### src/sv/slin_pkg.sv
// ----------------------------------------------------------------------------
// slin_pkg
// Shared types and constants for the sensor ratio linearizer: payload
// structs, configuration register indexes, datapath operation codes.
// ----------------------------------------------------------------------------
package slin_pkg;

  // Converter scale: full scale count and K = full scale - 1
  localparam int unsigned ADC_FULL = 1024;
  localparam int unsigned ADC_K    = 1023;
  localparam int unsigned ADC_MV   = 5000;

  // Linear mode divisor d = 100*K, rounding form uses 2d
  localparam int unsigned LIN_D    = 100 * ADC_K;
  localparam int unsigned LIN_D2   = 200 * ADC_K;

  // Configuration register indexes
  localparam logic [1:0] CFG_MODE   = 2'd0;
  localparam logic [1:0] CFG_OFFSET = 2'd1;
  localparam logic [1:0] CFG_SPAN   = 2'd2;
  localparam logic [1:0] CFG_COUNT  = 2'd3;

  // Conversion modes
  localparam logic [1:0] MODE_NARROW = 2'd0;
  localparam logic [1:0] MODE_LINEAR = 2'd1;
  localparam logic [1:0] MODE_TABLE  = 2'd2;
  localparam logic [1:0] MODE_UNUSED = 2'd3;

  // Input operations
  localparam logic OP_WRITE   = 1'b0;
  localparam logic OP_CONVERT = 1'b1;

  // Datapath operation codes
  localparam logic [3:0] DP_NOP    = 4'd0;
  localparam logic [3:0] DP_NARROW = 4'd1;
  localparam logic [3:0] DP_LIN1   = 4'd2;
  localparam logic [3:0] DP_LIN2   = 4'd3;
  localparam logic [3:0] DP_CAP0   = 4'd4;
  localparam logic [3:0] DP_CAP1   = 4'd5;
  localparam logic [3:0] DP_TBL1   = 4'd6;
  localparam logic [3:0] DP_TBL2   = 4'd7;
  localparam logic [3:0] DP_TBL3   = 4'd8;
  localparam logic [3:0] DP_TBL4   = 4'd9;
  localparam logic [3:0] DP_DCHK   = 4'd10;
  localparam logic [3:0] DP_DSTEP  = 4'd11;
  localparam logic [3:0] DP_DEGEN  = 4'd12;
  localparam logic [3:0] DP_CLR    = 4'd13;

  typedef struct packed {
    logic        op;
    logic [6:0]  point_index;
    logic [12:0] point_voltage;
    logic [16:0] point_ratio;
    logic [9:0]  adc_sample;
  } in_item_t;

  typedef struct packed {
    logic [7:0] ratio_code;
    logic       degenerate_segment;
    logic       saturated;
  } out_item_t;

  // Controller to datapath
  typedef struct packed {
    logic       wr;    // store breakpoint
    logic       load;  // latch sample, start conversion
    logic [3:0] op;
  } cmd_t;

  // Datapath to controller
  typedef struct packed {
    logic hit;    // sample voltage at or below read breakpoint
    logic degen;  // zero width segment
    logic fast;   // result settled without long division
  } sts_t;

endpackage

### src/sv/slin_ctrl.sv
// ----------------------------------------------------------------------------
// slin_ctrl
// Sequencer for the linearizer: accepts transactions, walks the breakpoint
// table, steps the datapath through each mode and the divider.
// ----------------------------------------------------------------------------
module slin_ctrl #(
  parameter int unsigned MAX_POINTS = 128
) (
  input  logic                            clk_i,
  input  logic                            rst_ni,
  input  logic                            in_valid_i,
  input  logic                            in_op_i,
  output logic                            in_stall_o,
  input  logic [1:0]                      mode_i,
  input  logic [7:0]                      count_i,
  input  logic                            out_free_i,
  input  slin_pkg::sts_t                  sts_i,
  output slin_pkg::cmd_t                  cmd_o,
  output logic [$clog2(MAX_POINTS)-1:0]   rd_addr_o,
  output logic                            res_load_o
);
  import slin_pkg::*;

  localparam int unsigned AW = $clog2(MAX_POINTS);
  localparam int unsigned CW = $clog2(MAX_POINTS + 1);

  localparam logic [3:0] ST_IDLE = 4'd0;
  localparam logic [3:0] ST_NB   = 4'd1;
  localparam logic [3:0] ST_LIN1 = 4'd2;
  localparam logic [3:0] ST_LIN2 = 4'd3;
  localparam logic [3:0] ST_SRCH = 4'd4;
  localparam logic [3:0] ST_RD0  = 4'd5;
  localparam logic [3:0] ST_RD1  = 4'd6;
  localparam logic [3:0] ST_RD2  = 4'd7;
  localparam logic [3:0] ST_TBL1 = 4'd8;
  localparam logic [3:0] ST_TBL2 = 4'd9;
  localparam logic [3:0] ST_TBL3 = 4'd10;
  localparam logic [3:0] ST_TBL4 = 4'd11;
  localparam logic [3:0] ST_DCHK = 4'd12;
  localparam logic [3:0] ST_DIV  = 4'd13;
  localparam logic [3:0] ST_CLR  = 4'd14;
  localparam logic [3:0] ST_DONE = 4'd15;

  logic [3:0]    state_q, state_d;
  logic [CW-1:0] cnt_q, cnt_d;
  logic          chk_q, chk_d;
  logic [CW-1:0] idx_q, idx_d;
  logic [2:0]    dcnt_q, dcnt_d;

  logic [8:0]    pc9;
  logic [8:0]    n9;
  logic [CW-1:0] n;
  logic [CW-1:0] seg;

  // Breakpoint count clamped to 2..MAX_POINTS; segment end at least 1
  always_comb begin
    pc9 = {1'b0, count_i};
    if (pc9 < 9'd2) begin
      n9 = 9'd2;
    end else if (pc9 > 9'(MAX_POINTS)) begin
      n9 = 9'(MAX_POINTS);
    end else begin
      n9 = pc9;
    end
    n   = CW'(n9);
    seg = (idx_q == '0) ? CW'(1) : idx_q;
  end

  // Next state and commands
  always_comb begin
    state_d    = state_q;
    cnt_d      = cnt_q;
    chk_d      = chk_q;
    idx_d      = idx_q;
    dcnt_d     = dcnt_q;
    cmd_o      = '0;
    cmd_o.op   = DP_NOP;
    rd_addr_o  = AW'(cnt_q);
    res_load_o = 1'b0;
    in_stall_o = (state_q != ST_IDLE);

    case (state_q)
      ST_IDLE: begin
        if (in_valid_i) begin
          if (in_op_i == OP_WRITE) begin
            cmd_o.wr = 1'b1;
          end else begin
            cmd_o.load = 1'b1;
            cnt_d      = '0;
            chk_d      = 1'b0;
            case (mode_i)
              MODE_NARROW: state_d = ST_NB;
              MODE_LINEAR: state_d = ST_LIN1;
              MODE_TABLE:  state_d = ST_SRCH;
              default:     state_d = ST_CLR;
            endcase
          end
        end
      end
      ST_NB: begin
        cmd_o.op = DP_NARROW;
        state_d  = ST_DCHK;
      end
      ST_LIN1: begin
        cmd_o.op = DP_LIN1;
        state_d  = ST_LIN2;
      end
      ST_LIN2: begin
        cmd_o.op = DP_LIN2;
        state_d  = ST_DCHK;
      end
      // one slot issued per cycle, the previous slot's data compared
      ST_SRCH: begin
        if (chk_q && sts_i.hit) begin
          idx_d   = cnt_q - CW'(1);
          state_d = ST_RD0;
        end else if (cnt_q == n) begin
          idx_d   = n - CW'(1);
          state_d = ST_RD0;
        end else begin
          cnt_d = cnt_q + CW'(1);
          chk_d = 1'b1;
        end
      end
      ST_RD0: begin
        rd_addr_o = AW'(seg - CW'(1));
        state_d   = ST_RD1;
      end
      ST_RD1: begin
        rd_addr_o = AW'(seg);
        cmd_o.op  = DP_CAP0;
        state_d   = ST_RD2;
      end
      ST_RD2: begin
        cmd_o.op = DP_CAP1;
        state_d  = ST_TBL1;
      end
      ST_TBL1: begin
        cmd_o.op = DP_TBL1;
        state_d  = ST_TBL2;
      end
      ST_TBL2: begin
        if (sts_i.degen) begin
          cmd_o.op = DP_DEGEN;
          state_d  = ST_DONE;
        end else begin
          cmd_o.op = DP_TBL2;
          state_d  = ST_TBL3;
        end
      end
      ST_TBL3: begin
        cmd_o.op = DP_TBL3;
        state_d  = ST_TBL4;
      end
      ST_TBL4: begin
        cmd_o.op = DP_TBL4;
        state_d  = ST_DCHK;
      end
      ST_DCHK: begin
        cmd_o.op = DP_DCHK;
        dcnt_d   = '0;
        state_d  = sts_i.fast ? ST_DONE : ST_DIV;
      end
      // eight quotient bits, most significant first
      ST_DIV: begin
        cmd_o.op = DP_DSTEP;
        dcnt_d   = dcnt_q + 3'd1;
        if (dcnt_q == 3'd7) begin
          state_d = ST_DONE;
        end
      end
      ST_CLR: begin
        cmd_o.op = DP_CLR;
        state_d  = ST_DONE;
      end
      ST_DONE: begin
        if (out_free_i) begin
          res_load_o = 1'b1;
          state_d    = ST_IDLE;
        end
      end
      default: begin
        state_d = ST_IDLE;
      end
    endcase
  end

  always_ff @(posedge clk_i or negedge rst_ni) begin
    if (!rst_ni) begin
      state_q <= ST_IDLE;
      cnt_q   <= '0;
      chk_q   <= 1'b0;
      idx_q   <= '0;
      dcnt_q  <= '0;
    end else begin
      state_q <= state_d;
      cnt_q   <= cnt_d;
      chk_q   <= chk_d;
      idx_q   <= idx_d;
      dcnt_q  <= dcnt_d;
    end
  end

endmodule

### config.mk
export PLATFORM = sky130hd
export DESIGN_NAME = slin_ctrl
export DESIGN_NICKNAME = d
export VERILOG_FILES = /design/src/sv/slin_pkg.sv /design/src/sv/slin_ctrl.sv
export SDC_FILE = /design/constraint.sdc
export NUM_CORES = 1
export LEC_CHECK = 0
export BUFFER_PORTS_ARGS = -buffer_cell sky130_fd_sc_hd__buf_2
export CORE_MARGIN = 4
export CORE_UTILIZATION = 35
export DETAILED_ROUTE_END_ITERATION = 16
export PLACE_DENSITY = 0.51
export SLEW_MARGIN = 30
export SYNTH_ARGS = -nofsm -noshare
export SYNTH_HDL_FRONTEND = slang
export SYNTH_SLANG_ARGS = --single-unit
### constraint.sdc
create_clock -name clk_i -period 2.9 [get_ports clk_i]
set_clock_uncertainty 0.1 [all_clocks]
set_input_delay 0.145 -clock clk_i [delete_from_list [all_inputs] [get_ports clk_i]]
set_output_delay 0.145 -clock clk_i [all_outputs]
set_load 0.005 [all_outputs]
==> run metrics, run 1 <==
status completed; Req. time, crit path between 2000 and 3000 ps; drt pass-1 iters 4; DRC viols 0; worst-path fanout max 6; post-synth top area cell dfrtp_1; via/cell ratio ~5.6; routed wire length just over 6000 µm; # IOs 33; number of global-route vias before repair between 2k and 2.5k; setup_tns 0 ps; critical path type flip-flop to primary output; Tot Pwr 2.63 mW; Reg clk slew, reported paths about 90 ps; antenna violation net count after detailed routing 0; Seq cells post-synth 24; port buffer count 32; gr usage total ~17%; CTS Sinks 24; final hold vios 0; Worst-Margin Slew around 620 ps; most frequent cell on the critical path a21oi_1; crit end category primary output; # Max-Cap Violations 0; total core area 0.00603 mm²; fraction of registers with async set/reset between 90% and 100%; cells on worst reg2reg path 6; ys flop type dfrtp_1; Post-synth EDFFs 0; Mapped Cells roughly 290; Slowest-stage cell, CP dfrtp_1; RR Endpoint idx_q[4]$_DFFE_PN0P_; Startpoint Class flip-flop; initial antenna violation count 0; DRT iter0 DRCs 94; Die H around 87 µm; critical path, cell by cell or3_4 -> nor3_1 -> a21oi_1 -> ha_1 -> nor3b_1 -> xnor2_1 -> nand3_1 -> o21ai_0 -> a21oi_1 -> buf_2; min-delay src in_valid_i; half-perimeter wire length after detailed placement between 4000 and 5000 µm; Initial Util between 30 and 40%; most common cell after layout, fill and taps aside o21ai_0; Seq/Total Area, Yosys approximately 27%; Setup Viol. Count Final 0; RR Startpoint cnt_q[5]$_DFFE_PN0P_; area delta synth->final 13.5%; post-synth top area share between 20% and 30%; WL per Instance about 16 µm; CTS tree done; commonest cells after routing, fill and taps aside 35 x o21ai_0, 32 x buf_2, 24 x dfrtp_1; Crit path arrival time about 2400 ps; GP Congestion 0.835; H-tree depth 1; net count after synthesis slightly above 300; Rel. slew slack a little under 60%; vias roughly 2.2k; total congestion overflow 0; RSZ-0062 raised after global routing no; hold depth 3; n_diodes 0; clock tree buffer depth 2; cells taking the most area after synthesis dfrtp_1 27%, o21ai_0 7.9%, xnor2_1 4.8%; CTS root buf clkbuf_8; Hold Path End state_q[2]$_DFFE_PN0P_; Tcrit/Tclk final between 90% and 100%; register-to-register setup slack around 500 ps; Leakage roughly 1.1 nW; Max stage delay on crit path ~440 ps; die area between 0.007 and 0.008 mm²; CTS buffer count 3; Layout Nets 335; maximum vdd drop about 0.0004 V; Tmin final around 2600 ps; Die W 87.5 µm; Final Max Slew Viols 0; fraction of layout cells with a size suffix above 1 approximately a fifth; YS warnings 0; worst hold path type input pin to flip-flop; Row Count 28; PwrDens 1050 mW/mm²; largest net degree at the start of global routing 25; maximum clock frequency approximately 0.38 GHz; Synth Cell Area 0.00221 mm²; clk_lat worst skew ~270 ps; Mapped Avg Cell Area 7.76 µm²; Synth cell types 57; first-pass GRT wire length approximately 10000 µm; hold slack 88.1 ps
timing repair:
item,CTS,global route
hold buffers,2,0
buffers inserted,0,0
gates resized for setup,0,1
setup endpoints to repair,0,1
endpoints found under the hold margin,25,0
per-stage QoR:
stage | std cells | setup WS, ps | instance area [µm²] | util [%]
floorplan | 285 | 708 | 2210 | -
global placement | 380 | 521 | 2440 | 40.5
detailed placement | 380 | 526 | 2440 | 40.5
CTS | 385 | 221 | 2500 | 41.5
global route | 385 | 18.8 | 2510 | 41.6
finish | 385 | 250 | 2510 | 41.6
critical path, delay by kind of cell (launching register included):
| kind | cells | cell delay (ps) |
|---|---|---|
| compound gates | 3 | 400 |
| xor+xnor | 1 | 130 |
| fa+ha+maj | 1 | 230 |
| buf+inv | 1 | 150 |
| flops | 1 | 440 |
| simple gates | 4 | 800 |
flip-flops by register name, summed over array words and instances, names as in the netlist:
signal / cells
cnt_q: 8
idx_q: 8
state_q: 4
dcnt_q: 3
chk_q: 1
logic make-up (layout without fill, tap and decap cells):
family | Yosys count | in the layout | synth area share, %
and+or+nand+nor | 104 | 104 | 25.0
DFF | 24 | 24 | 27.2
AOI/OAI and AO/OA | 101 | 101 | 30.3
xor gates and xnor gates | 15 | 15 | 5.94
adders and majority gates | 5 | 5 | 2.83
muxes | 6 | 6 | 3.62
buffers and inverters | 30 | 55 | 5.09
cell type report:
type | instances | area, µm²
Clock buffer | 3 | 41.3
Multi-Input combinational cell | 231 | 1500
Timing Repair Buffer | 40 | 225
Inverter | 12 | 45.0
Sequential cell | 24 | 601
Tap cell | 75 | 93.8
Fill cell | 631 | 3520
layer usage:
metal	up-vias	GRT usage, %	part of all wire (%)
met5	-	0	0
met4	0	5.72	1.7
met3	6	1.89	4.4
met2	63	29.2	45
met1	998	21.6	49
li1	1102	-	-
where the power goes:
part | switching [mW] | internal [mW]
Clock | 0.107 | 0.0930
Sequential | 0.355 | 0.479
Combinational | 0.853 | 0.746
Total | 1.32 | 1.32
Yosys cell counts, types with 2 or more instances:
master / n
mux2i_1: 2
nor2b_1: 3
a221o_1: 2
o31ai_1: 4
a21oi_1: 15
ha_1: 5
and3_1: 8
xor2_1: 3
nand2b_1: 6
o22ai_1: 8
a21o_1: 3
nor2_1: 22
nand2_1: 22
a211oi_1: 2
nand3_1: 17
o21ai_0: 35
mux2_4: 4
and2_1: 4
xnor2_1: 12
nor3_1: 4
buf_1: 2
dfrtp_1: 24
a31oi_1: 10
o21ai_1: 2
nand4_1: 2
clkbuf_1: 16
nor3b_1: 4
inv_1: 12
o211ai_1: 4
worst max path at each step:
| stage | slack, ps | endpoint | cells after the start | start |
|---|---|---|---|---|
| floorplan | 710 | idx_q[3]$_DFFE_PN0P_ | 7 | cnt_q[4]$_DFFE_PN0P_ |
| global placement | 520 | rd_addr_o[6] | 10 | idx_q[3]$_DFFE_PN0P_ |
| detailed placement | 530 | cnt_q[2]$_DFFE_PN0P_ | 6 | cnt_q[5]$_DFFE_PN0P_ |
| CTS | 220 | rd_addr_o[6] | 10 | idx_q[3]$_DFFE_PN0P_ |
| global route | 20 | rd_addr_o[6] | 10 | idx_q[3]$_DFFE_PN0P_ |
| finish | 250 | rd_addr_o[6] | 10 | idx_q[3]$_DFFE_PN0P_ |
Note: power is estimated with default switching activity, not from simulation.
==> run 2: changes to the inputs <==
- BUFFER_PORTS_ARGS: -buffer_cell sky130_fd_sc_hd__buf_2 -> -buffer_cell sky130_fd_sc_hd__clkbuf_2
- CORE_MARGIN: 4 -> not set
==> run metrics, run 2 (same netlist as run 1, synthesis figures left out) <==
clk_lat worst skew 270 ps (about the same); Slowest-stage cell, CP dfrtp_2; worst slack, placed 498 ps (-28.4 ps); commonest cells after routing, fill and taps aside 35 x o21ai_0, 32 x clkbuf_2, 23 x dfrtp_1; final hold vios 0 (unchanged); gr usage total 20.0% (+3.1 points); critical path type flip-flop to primary output; # Max-Cap Violations 0 (unchanged); maximum clock frequency 0.372 GHz (-1.5%); fraction of layout cells with a size suffix above 1 19.4% (unchanged); # IOs 33 (unchanged); first-pass GRT wire length 10100 µm (-2.4%); worst hold path type input pin to flip-flop; Reg clk slew, reported paths 90 ps (about the same); die area 0.00664 mm² (-13%); setup_tns 0 ps (unchanged); DRT iter0 DRCs 125 (+33%); RSZ-0062 raised after global routing no; Req. time, crit path 2650 ps (about the same); DRC viols 0 (unchanged); initial antenna violation count 0 (unchanged); Largest regs cnt_q: 8 flops, idx_q: 8 flops, state_q: 4 flops; Leakage 1.09 nW (+0.35%); Die H 81.5 µm (-6.9%); CTS tree done; n_diodes 0 (unchanged); drt pass-1 iters 4 (unchanged); Rel. slew slack 57.6% (-0.94 points); status completed; Die W 81.5 µm (-6.9%); setup repair bufs after CTS 0 (unchanged); CP top delay family simple AND/OR/NAND/NOR gates; number of global-route vias before repair 2018 (-4.5%); Final Max Slew Viols 0 (unchanged); H-tree depth 1 (unchanged); GP Congestion 0.802 (-3.9%); PwrDens 1050 mW/mm² (+0.33%); Layout Nets 334 (-0.30%); clock tree buffer depth 2 (unchanged); vias 2206 (+1.7%); CTS root buf clkbuf_8; RR Startpoint cnt_q[5]$_DFFE_PN0P_; via/cell ratio 5.73 (+1.7%); crit end category primary output; Tmin final 2690 ps (+40.9 ps); Initial Util 36.9% (+0.21 points); worst-path fanout max 6 (unchanged); largest net degree at the start of global routing 34 (+36%); area delta synth->final 13.6% (about the same); register-to-register setup slack 510 ps (about the same); fill count 646 (+2.4%); Tcrit/Tclk final 92.8% (+1.4 points); Crit path arrival time 2450 ps (+50 ps); cells on worst reg2reg path 6 (unchanged); most common cell after layout, fill and taps aside o21ai_0; half-perimeter wire length after detailed placement 4580 µm (-1.6%); critical path, cell by cell or3_1 -> nor3_1 -> a21oi_1 -> ha_1 -> nor3b_1 -> xnor2_1 -> nand3_1 -> o21ai_0 -> a21oi_1 -> clkbuf_2; antenna violation net count after detailed routing 0 (unchanged); setup ws final 209 ps (-40.9 ps); Max stage delay on crit path 450 ps (about the same); total core area 0.00599 mm² (-0.58%); Row Count 28 (unchanged); port buffer count 32 (unchanged); RR Endpoint cnt_q[2]$_DFFE_PN0P_; Hold Path End state_q[2]$_DFFE_PN0P_; routed wire length 6160 µm (-1.1%); min-delay src in_valid_i; total congestion overflow 0 (unchanged); buffers and inverters on the worst path 1 (unchanged); CTS Sinks 24 (unchanged); CTS buffer count 3 (unchanged); Startpoint Class flip-flop; multi-input logic area 0.00150 mm² (-0.33%); WL per Instance 16.0 µm (-1.1%); Worst-Margin Slew 636 ps (+14.1 ps); most frequent cell on the critical path a21oi_1; hold depth 3 (unchanged); maximum vdd drop 0.000374 V (-7.7%); Setup Viol. Count Final 0 (unchanged); flip-flop and latch area 602 µm² (+0.21%)
==> run 2: timing repair <==
action                     4_1_cts  5_1_grt
hold buffers                     2        0
resized for setup                0        1
setup endpoints to repair        0        1
hold endpoints to repair        25        0
==> run 2: report_power, final <==
part	switching [mW]	total [mW]	internal (mW)
sequential	0.329	0.810	0.481
clock	0.118	0.239	0.122
combinational	0.867	1.60	0.729
==> run 2: layout make-up <==
type                       count  area share [%]
inverter                      12            1.79
sequential                    24            24.0
multi-input combinational    231            59.6
clock buffer                   4            2.19
tap                           75            3.74
timing repair buffer          39            8.67
==> run 2: how the worst max path moves through the flow <==
stage | start | end | slack [ps] | cells after the start
final | idx_q[3]$_DFFE_PN0P_ | rd_addr_o[6] | 210 | 10
after global routing | idx_q[3]$_DFFE_PN0P_ | rd_addr_o[6] | 10 | 10
after CTS | idx_q[3]$_DFFE_PN0P_ | rd_addr_o[6] | 180 | 10
after detailed placement | idx_q[3]$_DFFE_PN0P_ | rd_addr_o[6] | 500 | 10
after global placement | idx_q[3]$_DFFE_PN0P_ | rd_addr_o[6] | 530 | 10
after floorplan | cnt_q[4]$_DFFE_PN0P_ | idx_q[3]$_DFFE_PN0P_ | 710 | 7
==> run 2: layer usage <==
metal | track usage (%) | wire [µm] | up-vias
li1 | - | - | 1101
met1 | 26.2 | 2870 | 1031
met2 | 35.1 | 2960 | 72
met3 | 2.11 | 307 | 2
met4 | 4.29 | 25 | 0
met5 | 0 | 0 | -
==> run 2: stage by stage <==
step	hold slack (ps)	instance area, µm²	power [mW]	instances	util (%)
finish	99.3	2510	2.65	385	41.9
global route	147	2510	2.94	385	41.9
CTS	95.6	2510	2.66	385	41.9
detailed placement	112	2430	2.42	379	40.6
global placement	110	2430	2.42	379	40.6
floorplan	-251	2210	1.92	285	-
==> run 2: tightest hold or removal path, delay by kind of cell <==
kind	cells	cell delay, ps
buf+inv	1	90
compound gates	2	200
==> run 3: changes to the inputs <==
- CORE_ASPECT_RATIO: not set -> 1.1
==> run metrics, run 3 (same netlist as run 1, synthesis figures left out) <==
RSZ-0062 raised after global routing no; WL per Instance 15.5 µm (-3.3%); fill count 641 (-0.77%); Leakage 1.09 nW (about the same); Crit path arrival time 2430 ps (-20 ps); Tmin final 2680 ps (-15.8 ps); die area 0.00664 mm² (about the same); H-tree depth 1 (unchanged); status completed; Layout Nets 335 (+0.30%); Setup Viol. Count Final 0 (unchanged); Slowest-stage cell, CP dfrtp_1; critical path, cell by cell or3_1 -> nor3_1 -> a21oi_1 -> ha_1 -> nor3b_1 -> xnor2_1 -> nand3_1 -> o21ai_0 -> a21oi_1 -> clkbuf_2; Final Max Slew Viols 0 (unchanged); antenna violation net count after detailed routing 0 (unchanged); setup repair bufs after CTS 0 (unchanged); setup ws final 225 ps (+15.8 ps); Reg clk slew, reported paths 80 ps (about the same); Die W 77.8 µm (-4.5%); # IOs 33 (unchanged); total congestion overflow 0 (unchanged); number of global-route vias before repair 2112 (+4.7%); cells on worst reg2reg path 6 (unchanged); GP Congestion 0.831 (+3.6%); met3 GRT Util 2.04% (-0.068 points); port buffer count 32 (unchanged); via/cell ratio 5.59 (-2.4%); maximum vdd drop 0.000305 V (-19%); CTS buffer count 3 (unchanged); worst hold path type input pin to flip-flop; fraction of layout cells with a size suffix above 1 19.0% (-0.32 points); largest net degree at the start of global routing 34 (unchanged); Max stage delay on crit path 440 ps (about the same); CTS tree done; DRC viols 0 (unchanged); final hold vios 0 (unchanged); most frequent cell on the critical path a21oi_1; Startpoint Class flip-flop; critical path depth in cells 10 (unchanged); Worst-Margin Slew 667 ps (+30.8 ps); hold depth 3 (unchanged); CP top delay family simple AND/OR/NAND/NOR gates; half-perimeter wire length after detailed placement 4640 µm (+1.4%); met2 Use GR 34.0% (-1.1 points); initial antenna violation count 0 (unchanged); worst-path fanout max 6 (unchanged); Row Count 30 (+7.1%); n_diodes 0 (unchanged); PwrDens 1040 mW/mm² (-1.2%); Rel. slew slack 55.5% (-2.1 points); # Max-Cap Violations 0 (unchanged); most common cell after layout, fill and taps aside o21ai_0; drt pass-1 iters 5 (+1); maximum clock frequency 0.374 GHz (+0.59%); Initial Util 36.1% (-0.77 points); CTS root buf clkbuf_8; setup_tns 0 ps (unchanged); first-pass GRT wire length 10400 µm (+2.8%); clk_lat worst skew 270 ps (about the same); DRT iter0 DRCs 101 (-19%); commonest cells after routing, fill and taps aside 35 x o21ai_0, 32 x clkbuf_2, 24 x dfrtp_1; buffers and inverters on the worst path 1 (unchanged); Largest regs cnt_q: 8 flops, idx_q: 8 flops, state_q: 4 flops; vias 2182 (-1.1%); Die H 85.4 µm (+4.8%); CTS Sinks 24 (unchanged); routed wire length 6030 µm (-2.1%); grt met1 use 25.5% (-0.71 points); critical path type flip-flop to primary output; total core area 0.00612 mm² (+2.1%); area delta synth->final 13.5% (about the same); Most Used Layer, Global Route met2; gr usage total 19.8% (-0.16 points); worst slack, placed 502 ps (+4.36 ps); Tcrit/Tclk final 92.2% (-0.54 points); Req. time, crit path 2650 ps (about the same); crit end category primary output; clock tree buffer depth 2 (unchanged)
## run 3: metrics by stage
stage	utilization, %	hold WS, ps	instances	total power, mW	cell area, µm²
after floorplan	-	-251	285	1.92	2210
after global placement	40.0	110	385	2.44	2450
after detailed placement	40.0	109	385	2.43	2450
after CTS	41.0	98.3	390	2.64	2510
after global routing	41.0	151	390	2.88	2510
final	41.0	105	390	2.61	2510
## run 3: what timing repair did
action,in CTS,in global routing
resized for setup,0,0
hold buffers,2,0
hold endpoints to repair,25,0
endpoints found under the setup margin,0,0
## run 3: report_power, final
part / leakage [nW] / total [mW] / switching (mW) / internal [mW]
Combinational: 0.771 / 1.65 / 0.910 / 0.737
Clock: 0.0216 / 0.196 / 0.103 / 0.0930
Sequential: 0.293 / 0.770 / 0.289 / 0.481
Total: 1.09 / 2.61 / 1.30 / 1.31
## run 3: final cells by class
cell class	count	area (µm²)	area share, %
inverters	12	45.0	1.79
clock buffers	3	41.3	1.65
well taps	80	100	3.99
flip-flops and latches	24	601	23.9
repair buffers	40	225	8.97
multi-input cells	231	1500	59.7
## run 3: worst reg2reg max path, cell delays in order (launching register included)
cell and delay (ps):
dfrtp_1 530, nor4bb_1 330, a31oi_1 70, a311oi_1 510, a31oi_4 260, a21oi_2 310
a221o_1 190
## run 3: path summary, 6_finish.rpt
check                           slack (ps)                  start                      to
worst max-delay path                   220   idx_q[3]$_DFFE_PN0P_            rd_addr_o[6]
worst min-delay path                   100             in_valid_i  state_q[2]$_DFFE_PN0P_
worst max register to register         550   cnt_q[5]$_DFFE_PN0P_    cnt_q[2]$_DFFE_PN0P_
worst min register to register         410  dcnt_q[1]$_DFFE_PN0N_   dcnt_q[1]$_DFFE_PN0N_
max in group asynchronous             1980                 rst_ni    idx_q[7]$_DFFE_PN0P_
min in group asynchronous              320                 rst_ni   dcnt_q[0]$_DFFE_PN0N_
## run 3: routing by layer
layer | vias to the layer above | share of wire [%]
met5 | - | 0
met4 | 0 | 2.5
met3 | 10 | 3.0
met2 | 43 | 48
met1 | 1025 | 46
li1 | 1104 | -
